===== config.mk =====
export PLATFORM = sky130hd
export DESIGN_NAME = tspg_front
export DESIGN_NICKNAME = d
export VERILOG_FILES = /design/src/rtl/tspg_pkg.sv /design/src/rtl/tspg_front.sv
export SDC_FILE = /design/constraint.sdc
export NUM_CORES = 1
export LEC_CHECK = 0
export BUFFER_PORTS_ARGS = -buffer_cell sky130_fd_sc_hd__buf_2
export CAP_MARGIN = 20
export CORE_MARGIN = 10
export CORE_UTILIZATION = 45
export DETAILED_ROUTE_END_ITERATION = 8
export HOLD_SLACK_MARGIN = 0.05
export PLACE_DENSITY = 0.71
export SYNTH_ARGS = -nofsm -noshare
export SYNTH_HDL_FRONTEND = slang
export SYNTH_SLANG_ARGS = --single-unit

===== constraint.sdc =====
create_clock -name aclk -period 4.9 [get_ports aclk]
set_clock_uncertainty 0.15 [all_clocks]
set_input_delay 0.245 -clock aclk [delete_from_list [all_inputs] [get_ports aclk]]
set_output_delay 0.245 -clock aclk [all_outputs]
set_load 0.05 [all_outputs]

===== src/rtl/tspg_pkg.sv =====
// ----------------------------------------------------------------------------
// tspg_pkg
// Shared types and constants of the textured span pixel generator.
// ----------------------------------------------------------------------------
package tspg_pkg;

    localparam int TEX_AW   = 12;
    localparam int FADE_AW  = 16;
    localparam int ACC_W    = 32;
    localparam int PAYLOAD_W = 280;

    typedef enum logic [1:0] {
        CMD_LOAD_TEXEL = 2'd0,
        CMD_LOAD_FADE  = 2'd1,
        CMD_START      = 2'd2,
        CMD_EMIT       = 2'd3
    } cmd_t;

    typedef enum logic [1:0] {
        REG_TRANSPARENCY = 2'd0,
        REG_PERSPECTIVE  = 2'd1,
        REG_LIGHTING     = 2'd2,
        REG_TRANS_INDEX  = 2'd3
    } reg_idx_t;

    typedef struct packed {
        logic       transp_en;
        logic       perspective_on;
        logic       lighting_on;
        logic [7:0] transparent_index;
    } cfg_t;

    // one request handed from front to back
    typedef struct packed {
        cmd_t             cmd;
        logic [15:0]      addr;
        logic [7:0]       data;
        logic [ACC_W-1:0] u;
        logic [ACC_W-1:0] v;
        logic [ACC_W-1:0] z;
        logic [7:0]       light_row;
    } work_t;

endpackage


===== src/rtl/tspg_front.sv =====
// ----------------------------------------------------------------------------
// tspg_front
// Accepts requests, keeps the span accumulators and forwards work to the queue.
// ----------------------------------------------------------------------------
module tspg_front (
    input  logic                             aclk,
    input  logic                             aresetn,
    input  logic                             s_tvalid,
    output logic                             s_tready,
    input  logic [tspg_pkg::PAYLOAD_W-1:0]   s_tdata,
    input  logic [1:0]                       s_tuser,
    input  logic                             q_full,
    output logic                             q_push,
    output tspg_pkg::work_t                  q_wdata
);
    import tspg_pkg::*;

    logic [ACC_W-1:0] u_accum_reg, v_accum_reg, z_accum_reg, light_accum_reg;
    logic [ACC_W-1:0] u_delta_reg, v_delta_reg, z_delta_reg, light_delta_reg;
    logic             accept;
    cmd_t             cmd;

    assign cmd      = cmd_t'(s_tuser);
    assign s_tready = !q_full;
    assign accept   = s_tvalid && s_tready;
    // span start only updates local state
    assign q_push   = accept && (cmd != CMD_START);

    always_comb begin
        q_wdata.cmd       = cmd;
        q_wdata.addr      = s_tdata[15:0];
        q_wdata.data      = s_tdata[23:16];
        q_wdata.u         = u_accum_reg;
        q_wdata.v         = v_accum_reg;
        q_wdata.z         = z_accum_reg;
        q_wdata.light_row = light_accum_reg[15:8];
    end

    always_ff @(posedge aclk) begin
        if (!aresetn) begin
            u_accum_reg     <= '0;
            v_accum_reg     <= '0;
            z_accum_reg     <= '0;
            light_accum_reg <= '0;
            u_delta_reg     <= '0;
            v_delta_reg     <= '0;
            z_delta_reg     <= '0;
            light_delta_reg <= '0;
        end else if (accept) begin
            if (cmd == CMD_START) begin
                u_accum_reg     <= s_tdata[55:24];
                v_accum_reg     <= {s_tdata[81:56], 6'd0};
                z_accum_reg     <= s_tdata[119:88];
                light_accum_reg <= s_tdata[151:120];
                u_delta_reg     <= s_tdata[183:152];
                v_delta_reg     <= {s_tdata[209:184], 6'd0};
                z_delta_reg     <= s_tdata[247:216];
                light_delta_reg <= s_tdata[279:248];
            end else if (cmd == CMD_EMIT) begin
                u_accum_reg     <= u_accum_reg + u_delta_reg;
                v_accum_reg     <= v_accum_reg + v_delta_reg;
                z_accum_reg     <= z_accum_reg + z_delta_reg;
                light_accum_reg <= light_accum_reg + light_delta_reg;
            end
        end
    end

endmodule


# Word-level counts from Yosys, hierarchy flattened
# Cells that the tools add are included.
# totals
out_inout_bits	132
word_cells	29
reg_bits	250
# op_classes
eq_ne	3
addsub	4
muxes	8
n_reduce_logical	6
# op_table
op	count
$mux W32	8
$add A32 B32 Y32	4
$eq A2 B2 Y1 const B	2
$reduce_and A2 Y1	2
$logic_and A1 B1 Y1	2
$ne A2 B2 Y1 const B	1
$reduce_bool A2 Y1	1
$logic_not A1 Y1	1

# Depth between registers and ports, before layout
# logic_depth
ltp_word	3
depth_mapped	11
mapped_depth_nobuf	11

# Least setup slack after synthesis
# No wires, ideal clock.
# synth_path
path_type	register -> register
from	register z_accum_reg[0]
to	register z_accum_reg[30]
setup_time_ns	0.118
path_stages_with_launch	12
t_arrival_ns	3.066
synth_period_minus_slack_ns	3.333
slack_ns	1.567
required_time_ns	4.632
path_cell_list	dfxtp_1 -> ha_1 -> fa_1 -> a211oi_1 -> o21ai_1 -> a41oi_1 -> o21ai_0 -> a21boi_1 -> a22oi_1 -> a311oi_1 -> mux2i_1 -> nor2_1
# synth_between
elab_chain_cells	3
# synth_lines
element	line_no	source
start: declaration	tspg_front.sv:18	logic [ACC_W-1:0] u_accum_reg, v_accum_reg, z_accum_reg, light_accum_reg;
start signal: assignment	tspg_front.sv:53	z_accum_reg <= s_tdata[119:88];
start signal: assignment	tspg_front.sv:62	z_accum_reg <= z_accum_reg + z_delta_reg;
$add A32 B32 Y32	tspg_front.sv:62	
$mux W32	tspg_front.sv:59	end else if (cmd == CMD_EMIT) begin
$mux W32	tspg_front.sv:50	if (cmd == CMD_START) begin
# Every way passes these cells. The select of a mux whose other input is x is not followed.
# A chain may end at the register's enable or synchronous reset.

# Worst setup path in the final report
# Ends and elaborated chain as after synthesis.

==> flow_summary.json <==
{
  "ctsResizeCount": 0,
  "power_density_nw_per_um2": 239,
  "core_sq_um": 29900,
  "first_pass_iters": 5,
  "crit_type": "reg -> reg",
  "drive_above_1_share_pct": 17.8,
  "cts_sinks": 212,
  "path_buf_inv": 0,
  "dpl_worst_slack_ns": 1.21,
  "synth_edf_count": 0,
  "cp_cell_sequence": "ha_1, fa_1, a211oi_1, o21ai_1, a41oi_1, o21ai_0, a21boi_1, a22oi_1, a311oi_1, mux2i_1, nor2_1",
  "startpoint_type": "flip-flop",
  "vias_per_cell": 5.76,
  "hp-class": "in -> reg",
  "clk_latency_ns": 0.52,
  "min_period_ns": 3.69,
  "crit_arrival_ns": 3.95,
  "yosysUniqueCellTypes": 65,
  "postSynth.asyncResetShare_pct": 0,
  "wl_per_cell_um": 20.0,
  "critPathMaxFanout": 3,
  "seq_area_frac_synth_pct": 30.9,
  "grt_overflow": 0,
  "cts_buffer_depth": 3,
  "status": "finished clean",
  "dpl.hpwl_um": 34000,
  "ys.warnings.count": 0,
  "yosysTopAreaCellShare_pct": 30.9,
  "syn-mean-instance-area_sq_um": 8.01,
  "maxCapViolations": 0,
  "drtIter0Drc": 986,
  "drt-total-wl_um": 51300,
  "grt_pass1_wl_um": 80000,
  "peakVddDrop_mv": 0.251,
  "start_util_pct": 45.9,
  "cp_slowest_stage_delay_ns": 0.54,
  "cp-end-kind": "flip-flop",
  "postRouteAntennaNets": 0,
  "die_w_um": 195,
  "period_share_pct": 75.4,
  "netlist_area_sq_um": 13700,
  "final_nets": 2543,
  "grt_pass1_vias": 14851,
  "cp.required_ns": 5.16,
  "maxSlewHeadroom_pct": 25.8,
  "final_util_pct": 61.2,
  "antenna_found_initial": 6,
  "synthCells": 1714,
  "row_count": 63,
  "hold_viol": 0,
  "drc_errors": 0,
  "grt_usage_pct": 25.3,
  "synth-main-ff-cell": "dfxtp_1",
  "chipHeight_um": 195,
  "cts_max_level": 1,
  "ys_ff_latch": 212,
  "rsz0062_at_grt": "false",
  "synth_top_area_cell": "dfxtp_1",
  "tightest_slew_ns": 1.11,
  "via_count": 14791,
  "crit_path_top_delay_cell": "a311oi_1",
  "gp_congestion": 0.912,
  "cts_tree": "built",
  "die-area_sq_um": 37900,
  "syn2layout_area_growth_pct": 33.3,
  "port_buffers": 319,
  "worst_slack_ns": 1.21,
  "ios": 418,
  "finalSetupTns_ns": 0,
  "p_leak_uw": 0.00811,
  "crit_family": "compound AO/OA/AOI/OAI gates",
  "cts_buffers": 25,
  "grt_max_degree": 120,
  "setup_viol": 0,
  "maxSlewViolCount": 0,
  "fmax_ghz": 0.271,
  "clk_pin_slew_ns": 0.06,
  "clockRootBuffer": "clkbuf_16",
  "synth_area_leaders": "dfxtp_1 31%, nand2_1 10%, a21boi_0 9.6%, ha_1 9.3%, o221ai_1 5.6%"
}
[power by group]
| part | leakage (uW) | switching (uW) | internal [uW] | total [uW] |
|---|---|---|---|---|
| sequential | 0.00172 | 29.5 | 1760 | 1790 |
| combinational | 0.00599 | 362 | 290 | 652 |
| clock | 0.000406 | 755 | 1170 | 1930 |
[path summary, 6_finish.rpt]
path                   startpoint               to  slack [ns]  cells after the start
setup / recovery   z_accum_reg[0]  z_accum_reg[30]        1.21                     11
hold reg to reg   v_accum_reg[20]  v_accum_reg[20]        0.30                      2
setup reg to reg   z_accum_reg[0]  z_accum_reg[30]        1.21                     11
hold / removal         s_tuser[0]  z_accum_reg[28]        0.09                      3
[layer usage]
metal | vias to the layer above | global-route usage [%] | routed length (um)
li1 | 7036 | - | -
met3 | 151 | 5.37 | 3800
met2 | 653 | 42.1 | 24000
met1 | 6951 | 30.4 | 21100
met4 | 0 | 12.1 | 2450
met5 | - | 0 | 0
[logic make-up after synthesis]
group	count (synthesis)	share of synthesized area [%]
AND/OR/NAND/NOR	583	18.5
multiplexers	5	0.374
buffers and inverters	156	5.39
other	1	0.0273
adder cells (fa/ha/maj)	106	9.88
XOR/XNOR	84	5.36
flip-flops	212	30.9
AO/OA/AOI/OAI	567	29.6
[metrics by stage]
stage               instances  hold WS [ns]  area [sq um]  total power (uW)
global route             2565         0.124         18300              4510
floorplan                1719         0.240         13700              2180
detailed placement       2301         0.301         15300              2330
CTS                      2559        0.0739         18300              4390
global placement         2301         0.295         15300              2320
finish                   2568        0.0941         18300              4370
[cell type report]
cell class / instances / area [sq um]
clock inverter: 5 / 104
fill: 2532 / 11600
sequential: 212 / 4240
multi-input combinational: 1351 / 8800
clock buffer: 40 / 732
antenna: 9 / 22.5
timing repair buffer: 546 / 3850
tap: 390 / 488
inverter: 15 / 56.3
[Yosys cell counts (29+ instances only)]
library cell / number
a21boi_0: 175
a21o_1: 52
a21oi_1: 90
buf_4: 41
clkbuf_1: 89
dfxtp_1: 212
ha_1: 102
nand2_1: 373
nand3_1: 29
nor2_1: 66
o21ai_0: 57
o221ai_1: 88
xnor2_1: 57
[layout by cell type (no fill, tap or decap), types with 11 or more instances in the layout]
cell and n:
nand3_1 28, a21boi_0 175, nor3_1 24, xor2_1 27, nor2_1 65, a21o_1 52
dfxtp_1 212, o21ai_0 57, ha_1 102, inv_1 15, o221ai_1 88, buf_2 317
dlygate4sd3_1 213, o21bai_1 15, nand2_1 373, or3_1 14, o211ai_1 20, xnor2_1 57
nor2b_1 11, buf_4 15, and3_1 13, clkbuf_16 25, a21oi_1 90
[repair_timing]
item,4_1_cts,5_1_grt
endpoints found under the hold margin,212,0
setup buffers,0,0
hold buffers,213,0
[tightest hold or removal path, cell delays in order]
cell and delay (ns):
buf_4 0.22, o21ai_0 0.16, o21ai_0 0.08
(Power assumes the default switching activity.)
