**config.mk**
```make
export PLATFORM = sky130hd
export DESIGN_NAME = tspg_queue
export DESIGN_NICKNAME = d
export VERILOG_FILES = /design/src/rtl/tspg_pkg.sv /design/src/rtl/tspg_queue.sv
export SDC_FILE = /design/constraint.sdc
export NUM_CORES = 1
export LEC_CHECK = 0
export BUFFER_PORTS_ARGS = -buffer_cell sky130_fd_sc_hd__clkbuf_2
export CELL_PAD_IN_SITES_DETAIL_PLACEMENT = 0
export CELL_PAD_IN_SITES_GLOBAL_PLACEMENT = 1
export CORE_MARGIN = 2
export CORE_UTILIZATION = 44
export DETAILED_ROUTE_END_ITERATION = 10
export HOLD_SLACK_MARGIN = 0.12
export PLACE_DENSITY = 0.83
export SLEW_MARGIN = 30
export SYNTH_ARGS = -nofsm -noshare
export SYNTH_HDL_FRONTEND = slang
export SYNTH_SLANG_ARGS = --single-unit
```
**constraint.sdc**
```tcl
create_clock -name aclk -period 8.67 [get_ports aclk]
set_clock_uncertainty 0.15 [all_clocks]
set_input_delay 1.734 -clock aclk [delete_from_list [all_inputs] [get_ports aclk]]
set_output_delay 1.734 -clock aclk [all_outputs]
set_load 0.005 [all_outputs]
```
**src/rtl/tspg_pkg.sv**
```systemverilog
// ----------------------------------------------------------------------------
// tspg_pkg
// Shared types and constants of the textured span pixel generator.
// ----------------------------------------------------------------------------
package tspg_pkg;

    localparam int TEX_AW   = 12;
    localparam int FADE_AW  = 16;
    localparam int ACC_W    = 32;
    localparam int PAYLOAD_W = 280;

    typedef enum logic [1:0] {
        CMD_LOAD_TEXEL = 2'd0,
        CMD_LOAD_FADE  = 2'd1,
        CMD_START      = 2'd2,
        CMD_EMIT       = 2'd3
    } cmd_t;

    typedef enum logic [1:0] {
        REG_TRANSPARENCY = 2'd0,
        REG_PERSPECTIVE  = 2'd1,
        REG_LIGHTING     = 2'd2,
        REG_TRANS_INDEX  = 2'd3
    } reg_idx_t;

    typedef struct packed {
        logic       transp_en;
        logic       perspective_on;
        logic       lighting_on;
        logic [7:0] transparent_index;
    } cfg_t;

    // one request handed from front to back
    typedef struct packed {
        cmd_t             cmd;
        logic [15:0]      addr;
        logic [7:0]       data;
        logic [ACC_W-1:0] u;
        logic [ACC_W-1:0] v;
        logic [ACC_W-1:0] z;
        logic [7:0]       light_row;
    } work_t;

endpackage

```
**src/rtl/tspg_queue.sv**
```systemverilog
// ----------------------------------------------------------------------------
// tspg_queue
// Two-entry queue between front and back.
// ----------------------------------------------------------------------------
module tspg_queue (
    input  logic            aclk,
    input  logic            aresetn,
    input  logic            push,
    input  tspg_pkg::work_t wdata,
    output logic            full,
    input  logic            pop,
    output logic            empty,
    output tspg_pkg::work_t rdata
);
    import tspg_pkg::*;

    work_t      entry_reg [2];
    logic       wr_ptr_reg, rd_ptr_reg;
    logic [1:0] count_reg;

    assign full  = (count_reg == 2'd2);
    assign empty = (count_reg == 2'd0);
    assign rdata = entry_reg[rd_ptr_reg];

    always_ff @(posedge aclk) begin
        if (push) begin
            entry_reg[wr_ptr_reg] <= wdata;
        end
    end

    always_ff @(posedge aclk) begin
        if (!aresetn) begin
            wr_ptr_reg <= 1'b0;
            rd_ptr_reg <= 1'b0;
            count_reg  <= 2'd0;
        end else begin
            if (push) begin
                wr_ptr_reg <= !wr_ptr_reg;
            end
            if (pop) begin
                rd_ptr_reg <= !rd_ptr_reg;
            end
            unique case ({push, pop})
                2'b10:   count_reg <= count_reg + 2'd1;
                2'b01:   count_reg <= count_reg - 2'd1;
                default: count_reg <= count_reg;
            endcase
        end
    end

endmodule

```
* Yosys cells after proc, flatten, opt, wreduce, memory -nomap -nowiden
Memories as Yosys holds them, arrays and structs flattened. A register that Yosys moved wholly into a read port is not among the register bits. Cells that the tools add are included.
Storage, ports and cells: register bits after elaboration 4, memory bits (writable) 260, output and inout port bits 132, memories 1
Memories:
- entry_reg | words 2, width 130, rd ports 1, clocked after Yosys merged registers in 1, wr ports 1, line tspg_queue.sv:17 | work_t entry_reg [2];
Cells by class: reductions and logical operators 4, equality and inequality tests 3, mux-type cells 5, add/subtract/negate cells 2
Operators with widths (number):
- == test 2 bit, second input constant | 2
- two-way mux 1 bit | 4
- one-hot mux 2 bit (2 select lines) | 1
- adder 2 x 1 -> 2 bit, second input constant | 1
- == test 2 x 1 -> 1 bit, second input constant | 1
- zero test 1 bit | 2
- zero test 2 bit | 1
- nonzero test 2 bit | 1
- subtractor 2 x 1 -> 2 bit, second input constant | 1

* Logic depth before layout (Yosys ltp)
Gate-level depths: netlist (run 1).
word-level depth 3, depth in mapped cells 5, gate-level depth less buffers 5

* Worst setup path after synthesis (run 1)
OpenSTA, ideal clock, no wires.
path type input-to-reg, from in push, to mem entry_reg[0][0] (netlist name), enable pin, setup time 0.626 ns, data arrival time 7.267 ns, stages 2, buffers on the path 0, slack 0.627 ns, cells stage by stage inv_1 > nor2_1
On the way: longest elaborated chain between the ends 2
RTL lines:
- start: declaration | line tspg_queue.sv:8 | input logic push,
- two-way mux 1 bit | line tspg_queue.sv:26 | if (push) begin
- two-way mux 1 bit (not written as such) | line tspg_queue.sv:27 | entry_reg[wr_ptr_reg] <= wdata;
- end: declaration | line tspg_queue.sv:17
Every way passes these cells.

==> results of run 1 <==
## cells in the mapped netlist
master	number
and2_1	4
a21boi_1	1
o21a_1	1
mux2_2	130
nor2_1	2
ha_1	1
xnor2_1	2
inv_1	1
or3_1	1
dfxtp_1	5
buf_4	10
buf_2	4
xor2_1	1
and2b_2	1
o21ai_0	1
nor2b_1	1
edfxtp_1	260
## per-layer routing
layer | track usage, % | vias up | part of all wire [%]
met5 | 0 | - | 0
met4 | 5.324 | 0 | 3.3
met3 | 4.731 | 39 | 9.1
met2 | 26.79 | 206 | 50
met1 | 16.92 | 2424 | 37
li1 | - | 2265 | -
## layout make-up
type	instances	area (um^2)
Antenna cell	1	2.502
Clock buffer	35	725.7
Clock inverter	12	158.9
Fill cell	1628	9076
Inverter	1	3.754
Multi-Input combinational cell	146	1587
Sequential cell	265	7911
Tap cell	275	344.1
Timing Repair Buffer	271	1411
## metrics by stage
step	utilization (%)	worst slack, ps	cells
after floorplan	-	626.8	426
after global placement	52.79	4472	956
after detailed placement	52.79	4418	956
after CTS	56.96	3842	1003
after global routing	57.22	4233	1005
final	57.23	4406	1006
## report_power, final
| group | switching [W] | internal [W] |
|---|---|---|
| sequential | 0.0000208 | 0.00148 |
| combinational | 0.000122 | 0.000134 |
| clock | 0.000436 | 0.000704 |
| total | 0.000578 | 0.00232 |
## critical path: cells and delay by family (launching register included)
family / cells / cell delay, ps
flip-flops: 1 / 630
buffers and inverters: 2 / 760
multiplexers: 1 / 430
## placed cells by master, fill, tap and decap left out, drive strengths merged
| cell | netlist | routed |
|---|---|---|
| or3 | 1 | 1 |
| diode | 0 | 1 |
| buf | 14 | 6 |
| clkbuf | 0 | 300 |
| xor2 | 1 | 1 |
| and2 | 4 | 4 |
| xnor2 | 2 | 2 |
| mux2 | 130 | 130 |
| a21boi | 1 | 1 |
| and2b | 1 | 1 |
| nor2 | 2 | 2 |
| inv | 1 | 1 |
| clkinvlp | 0 | 1 |
| dfxtp | 5 | 5 |
| nor2b | 1 | 1 |
| ha | 1 | 1 |
| clkinv | 0 | 7 |
| o21ai | 1 | 1 |
| o21a | 1 | 1 |
| bufinv | 0 | 4 |
| edfxtp | 260 | 260 |
## kinds of logic after synthesis
kind of cell               Yosys count
DFF                                265
muxes                              130
buffers and inverters               15
and+or+nand+nor                      9
AOI/OAI and AO/OA                    3
xor gates and xnor gates             3
adders and majority gates            1
## worst min-delay path by stage
stage | start | end | slack (ps) | depth (start not counted)
5_1_grt | count_reg[1]$_SDFFE_PN0P_ | count_reg[1]$_SDFFE_PN0P_ | 410 | 2
6_report | count_reg[1]$_SDFFE_PN0P_ | count_reg[1]$_SDFFE_PN0P_ | 380 | 2
4_1_cts | count_reg[1]$_SDFFE_PN0P_ | count_reg[1]$_SDFFE_PN0P_ | 370 | 2
2_1_floorplan | count_reg[1]$_SDFFE_PN0P_ | count_reg[1]$_SDFFE_PN0P_ | 320 | 2
3_3_place_gp | count_reg[1]$_SDFFE_PN0P_ | count_reg[1]$_SDFFE_PN0P_ | 320 | 2
3_5_place_dp | count_reg[1]$_SDFFE_PN0P_ | count_reg[1]$_SDFFE_PN0P_ | 370 | 2
==> key figures, run 1 <==
Outcome
  • Status: finished clean

Logic synthesis
  • Sequential area share after synthesis: 82.52%
  • Synth Area in XOR/XNOR: 0.2742%
  • Post-Synthesis Cells: 426
  • Top cells by area, synth: edfxtp_1, mux2_2, dfxtp_1
  • Yosys warns: 0
  • Synth Area in Adders: 0.1306%
  • #FFs+latches synth: 265
  • Mapped Avg Cell Area: 22.50 um^2
  • Complex-gate fraction of the synthesized area: 0.2089%
  • Area leader, netlist: edfxtp_1
  • Net Count, Synth: 561
  • Post-synth cell types: 17
  • Top-area cell type share of the netlist area: 81.47%
  • Syn Std Cell Area: 0.009583 mm^2
  • Main combinational cell family by area after synthesis: multiplexers
  • Simple-gate portion of the synthesized area: 0.5614%
  • Mux cell area share after synthesis: 15.28%

CTS
  • Clock Path Buffers: 3
  • Worst-path clk slew: 60 ps
  • CTS-repair resized insts: 0
  • H-tree depth: 1
  • CTS Hold Buffers Added: 0
  • Post-CTS Setup Bufs: 0
  • Clock Sinks: 265
  • Clock insertion delay at the later pin of the skew report: 510 ps
  • Root Driver: clkbuf_16
  • TritonCTS clock tree: done
  • CTS buffer count: 27

Floorplanning
  • Die width: 151.6 um
  • Initial Util: 45.16%
  • Core ar.: 0.02122 mm^2
  • # IOs: 266
  • Die Height: 151.6 um
  • DIE AREA: 0.02298 mm^2
  • FP Rows: 53

Pwr
  • Pwr Density: 238.5 mW/mm^2
  • Worst VDD drop: 0.1559 mV
  • Post-route total power: 0.002897 W
  • Pleak: 4.598 nW

Setup path
  • Worst Setup Start Kind: flip-flop
  • CP max-delay cell: buf_4
  • Reg2reg end: entry_reg[1][38]$_DFFE_PP_
  • Critical-path cell list: buf_4, mux2_2, clkbuf_2
  • FF-to-FF Start: wr_ptr_reg$_SDFFE_PN0P_
  • End point of the critical path: rdata[40]
  • Setup CP Type: flip-flop to output pin
  • Data required, critical path: 6790 ps
  • Crit path arrival time: 2380 ps
  • Worst setup EP type: output pin
  • Max Fanout on Critical Path: 54
  • Largest stage delay on the critical path: 650 ps
  • Slack of the worst reg-to-reg path: 6060 ps
  • Worst r2r path cells: 2

Route
  • DRT iter0 DRCs: 172
  • DRC Markers: 0
  • Vias: 4934
  • DR vias/cell: 4.905
  • Final antenna-violating net count: 0
  • First-pass DRT Iterations: 4
  • WL/cell: 17.90 um
  • Total routed wirelength: 18010 um

Finish
  • Final net count: 847
  • Final instance area: 0.01214 mm^2
  • Layout cells sized above 1: 60.68%
  • Largest register FFs: 260
  • Synth-to-Final Area Change: 26.73%

Place
  • Gpl congestion: 0.7691
  • Port Buffers: 265
  • Placed cell area: 0.01120 mm^2
  • DP HPWL: 12130 um

Global routing
  • Antenna violations before repair: 0
  • Number of global-route vias before repair: 5213
  • Overall global routing resource usage: 14.98%
  • Largest net degree at the start of global routing: 78
  • GRT Residual Overflow: 0
  • Global-route wire length before repair: 26410 um

Timing
  • Final Cycle Share: 49.19%
  • Max-slew headroom: 38.57%
  • Setup_tns: 0 ps
  • Slew Viols, Final: 0
  • Final min period: 4264 ps
  • Final Hold Violating Endpoints: 0
  • Setup violators final: 0
  • Peak Freq: 234.5 MHz
  • RSZ-0062 raised after global routing: false
  • Worst hold margin: 376.9 ps
  • Tightest Pin Transition: 921.4 ps

Run
  • Max Cap Viol: 0

Min path
  • Worst hold-check path type: flip-flop to flip-flop
Note: power is estimated with default switching activity, not from simulation.
==> run 2: changes to the inputs <==
--- a/config.mk
+++ b/config.mk
@@ -5,14 +5,15 @@
 export SDC_FILE = /design/constraint.sdc
 export NUM_CORES = 1
 export LEC_CHECK = 0
+export ABC_AREA = 1
 export BUFFER_PORTS_ARGS = -buffer_cell sky130_fd_sc_hd__clkbuf_2
 export CELL_PAD_IN_SITES_DETAIL_PLACEMENT = 0
 export CELL_PAD_IN_SITES_GLOBAL_PLACEMENT = 1
 export CORE_MARGIN = 2
-export CORE_UTILIZATION = 44
+export CORE_UTILIZATION = 40
 export DETAILED_ROUTE_END_ITERATION = 10
 export HOLD_SLACK_MARGIN = 0.12
-export PLACE_DENSITY = 0.83
+export PLACE_DENSITY = 0.8
 export SLEW_MARGIN = 30
 export SYNTH_ARGS = -nofsm -noshare
 export SYNTH_HDL_FRONTEND = slang
==> constraint.sdc (replaced) <==
create_clock -name aclk -period 3.5 [get_ports aclk]
set_clock_uncertainty 0.15 [all_clocks]
set_input_delay 0.7 -clock aclk [delete_from_list [all_inputs] [get_ports aclk]]
set_output_delay 0.7 -clock aclk [all_outputs]
set_load 0.005 [all_outputs]
==> key figures, run 2 <==
Route
  • Total routed wirelength: 18090 um (+0.45%)
  • First-pass DRT Iterations: 4 (unchanged)
  • DRC Markers: 0 (unchanged)
  • WL/cell: 16.98 um (-5.1%)
  • DRT iter0 DRCs: 228 (+33%)
  • Vias: 4913 (-0.43%)
  • Final antenna-violating net count: 0 (unchanged)
  • DR vias/cell: 4.613 (-5.9%)

CTS
  • Root Driver: clkbuf_16
  • Worst-path clk slew: 60 ps (about the same)
  • TritonCTS clock tree: done
  • Clock Sinks: 265 (unchanged)
  • Clock Path Buffers: 3 (unchanged)
  • CTS-repair resized insts: 0 (unchanged)
  • H-tree depth: 1 (unchanged)
  • CTS buffer count: 27 (unchanged)
  • CTS Hold Buffers Added: 0 (unchanged)
  • Post-CTS Setup Bufs: 0 (unchanged)
  • Clock insertion delay at the later pin of the skew report: 520 ps (about the same)

Global routing
  • GRT Residual Overflow: 0 (unchanged)
  • Global-route wire length before repair: 27830 um (+5.4%)
  • Overall global routing resource usage: 13.84% (-1.1 points)
  • Antenna violations before repair: 0 (unchanged)
  • Number of global-route vias before repair: 5136 (-1.5%)
  • Largest net degree at the start of global routing: 72 (-7.7%)

Timing
  • Final Hold Violating Endpoints: 0 (unchanged)
  • Slew Viols, Final: 0 (unchanged)
  • Setup violators final: 0 (unchanged)
  • RSZ-0062 raised after global routing: false
  • Max-slew headroom: 68.95% (+30 points)
  • Final Cycle Share: 83.94%
  • Tightest Pin Transition: 464.8 ps (-456.6 ps)
  • Peak Freq: 340.4 MHz
  • Final min period: 2938 ps
  • Setup_tns: 0 ps (unchanged)

Setup path
  • Buffers & Inverters on Critical Path: 2 (unchanged)
  • CP top delay family: flip-flops
  • Worst Setup Start Kind: flip-flop
  • Largest stage delay on the critical path: 590 ps (-60 ps)
  • Data required, critical path: 2650 ps (-4140 ps)
  • Crit path arrival time: 2090 ps (-290 ps)
  • Worst setup EP type: output pin
  • Max Fanout on Critical Path: 68 (+26%)
  • CP max-delay cell: dfxtp_4
  • Setup CP Type: flip-flop to output pin
  • Critical-path cell list: buf_12, mux2_2, clkbuf_2

Logic synthesis
  • Post-Synthesis Cells: 439 (+3.1%)
  • Most frequent cell after synthesis: edfxtp_1
  • Top cells by area, synth: edfxtp_1, mux2_2, buf_6
  • Synth top cells by count: edfxtp_1, mux2_2, nor2_1
  • Main synth FF type: edfxtp_1
  • Syn Std Cell Area: 0.009633 mm^2 (+0.52%)
  • Area leader, netlist: edfxtp_1
  • Post-synth cell types: 13 (-4)
  • Post-synth EDFFs: 260 (unchanged)
  • Top-area cell type share of the netlist area: 81.05% (-0.42 points)
  • Sequential area share after synthesis: 82.09% (-0.43 points)
  • #FFs+latches synth: 265 (unchanged)
  • Net Count, Synth: 574 (+2.3%)
  • Mapped Avg Cell Area: 21.94 um^2 (-2.5%)
  • Yosys warns: 0 (unchanged)
  • Async S/R FF share, synth: 0% (unchanged)

Pwr
  • Logic pwr share: 8.1% (-0.7 points)
  • Sequential Power Share: 52.3% (+0.4 points)
  • Switching Fraction: 20.32% (+0.37 points)
  • Pleak: 4.639 nW (+0.89%)
  • Worst VDD drop: 0.3973 mV (+150%)
  • P_sw: 0.001446 W (+150%)
  • Clk network pwr share: 39.6% (+0.3 points)
  • Internal power: 0.005669 W (+140%)
  • Pwr Density: 581.1 mW/mm^2 (+140%)

Run
  • Max Cap Viol: 0 (unchanged)

Min path
  • Worst hold-check path type: input pin to flip-flop

Floorplanning
  • Die width: 159.2 um (+5.0%)
  • FP Rows: 56 (+5.7%)
  • Die Height: 159.2 um (+5.0%)
  • # IOs: 266 (unchanged)
  • Core ar.: 0.02354 mm^2 (+11%)
  • Initial Util: 40.92% (-4.2 points)
  • DIE AREA: 0.02534 mm^2 (+10%)

Finish
  • Synth-to-Final Area Change: 27.09%
  • Commonest non-fill, non-tap cell in the layout: clkbuf_2
  • Commonest cells after routing, fill and taps aside: clkbuf_2, edfxtp_1, mux2_2
  • Number of antenna diodes: 0 (-1)
  • Layout cells sized above 1: 59.65% (-1.0 points)
  • Largest register FFs: 260 (unchanged)
  • Final Util: 52.00% (-5.2 points)
  • Final net count: 861 (+1.7%)

Outcome
  • Status: finished clean

Place
  • Port Buffers: 265 (unchanged)
  • DP HPWL: 11950 um (-1.5%)
  • Gpl congestion: 0.7476 (-2.8%)
-- run 2: cell types whose count changed in the layout (fill, tap and decap cells not counted), moves of 2 or more --
cell	before	now
xnor2_1	2	0
clkbuf_1	6	4
clkbuf_8	2	0
inv_1	1	5
clkinv_2	4	8
nand2_1	0	8
and2_1	3	0
buf_12	0	6
clkinv_1	3	5
nor2_1	1	11
buf_16	2	0
buf_4	4	1
-- run 2: routing by layer --
layer  GRT usage, %  part of all wire [%]  vias up
met5              0                     0        -
met4          3.884                   1.8        0
met3          3.595                   7.2       24
met2          23.30                    49      187
met1          17.86                    42     2402
li1               -                     -     2300
-- run 2: kinds of logic (layout without fill, tap and decap cells) --
family                   count (synthesis)  after routing  synth area share [%]
AND/OR/NAND/NOR                         21             21                0.8443
AO/OA/AOI/OAI                            2              2                0.1038
adder cells (fa/ha/maj)                  1              1                0.1299
multiplexers                           130            130                 15.20
buffers and inverters                   20            327                 1.637
flip-flops                             265            265                 82.09
-- run 2: per-stage QoR --
stage               power (W)  cells  hold WS (ps)  worst slack, ps  instance area (um^2)
CTS                  0.007196   1065         185.5            528.1                 12240
finish               0.007115   1065         213.4            562.1                 12240
detailed placement   0.004375   1016         338.3             1105                 11370
floorplan            0.004077    439         313.5            232.6                  9644
global route         0.007379   1065         191.4            478.5                 12240
global placement     0.004360   1016         325.7             1107                 11370
-- run 2: worst register-to-register path, delay by kind of cell, from the launching register on --
family                 cells  cell delay (ps)
buffers and inverters      2              710
flip-flops                 1              400
AND/OR/NAND/NOR            1              130
-- run 2: final cells by class --
type / count / area [um^2]
multi-input combinational: 154 / 1575
sequential: 265 / 7911
inverter: 6 / 26.28
fill: 1967 / 11300
timing repair buffer: 272 / 1454
clock inverter: 18 / 186.4
tap: 319 / 399.1
clock buffer: 31 / 690.7
-- run 2: worst paths after layout --
check        depth (start not counted)                     endpoint                     from  slack (ps)
min reg2reg                          2      rd_ptr_reg$_SDFFE_PN0P_  rd_ptr_reg$_SDFFE_PN0P_         350
max                                  3                   rdata[119]                flip-flop         560
max reg2reg                          3  entry_reg[1][110]$_DFFE_PP_  wr_ptr_reg$_SDFFE_PN0P_        1710
min                                  1    entry_reg[1][2]$_DFFE_PP_                 wdata[2]         210
-- run 2: power groups by stage --
stage	combinational, W	clock, W	sequential, W
floorplan	0.000302	0	0.00378
global placement	0.000579	0	0.00378
detailed placement	0.000587	0	0.00379
CTS	0.000590	0.00288	0.00372
global route	0.000631	0.00301	0.00373
finish	0.000577	0.00282	0.00372
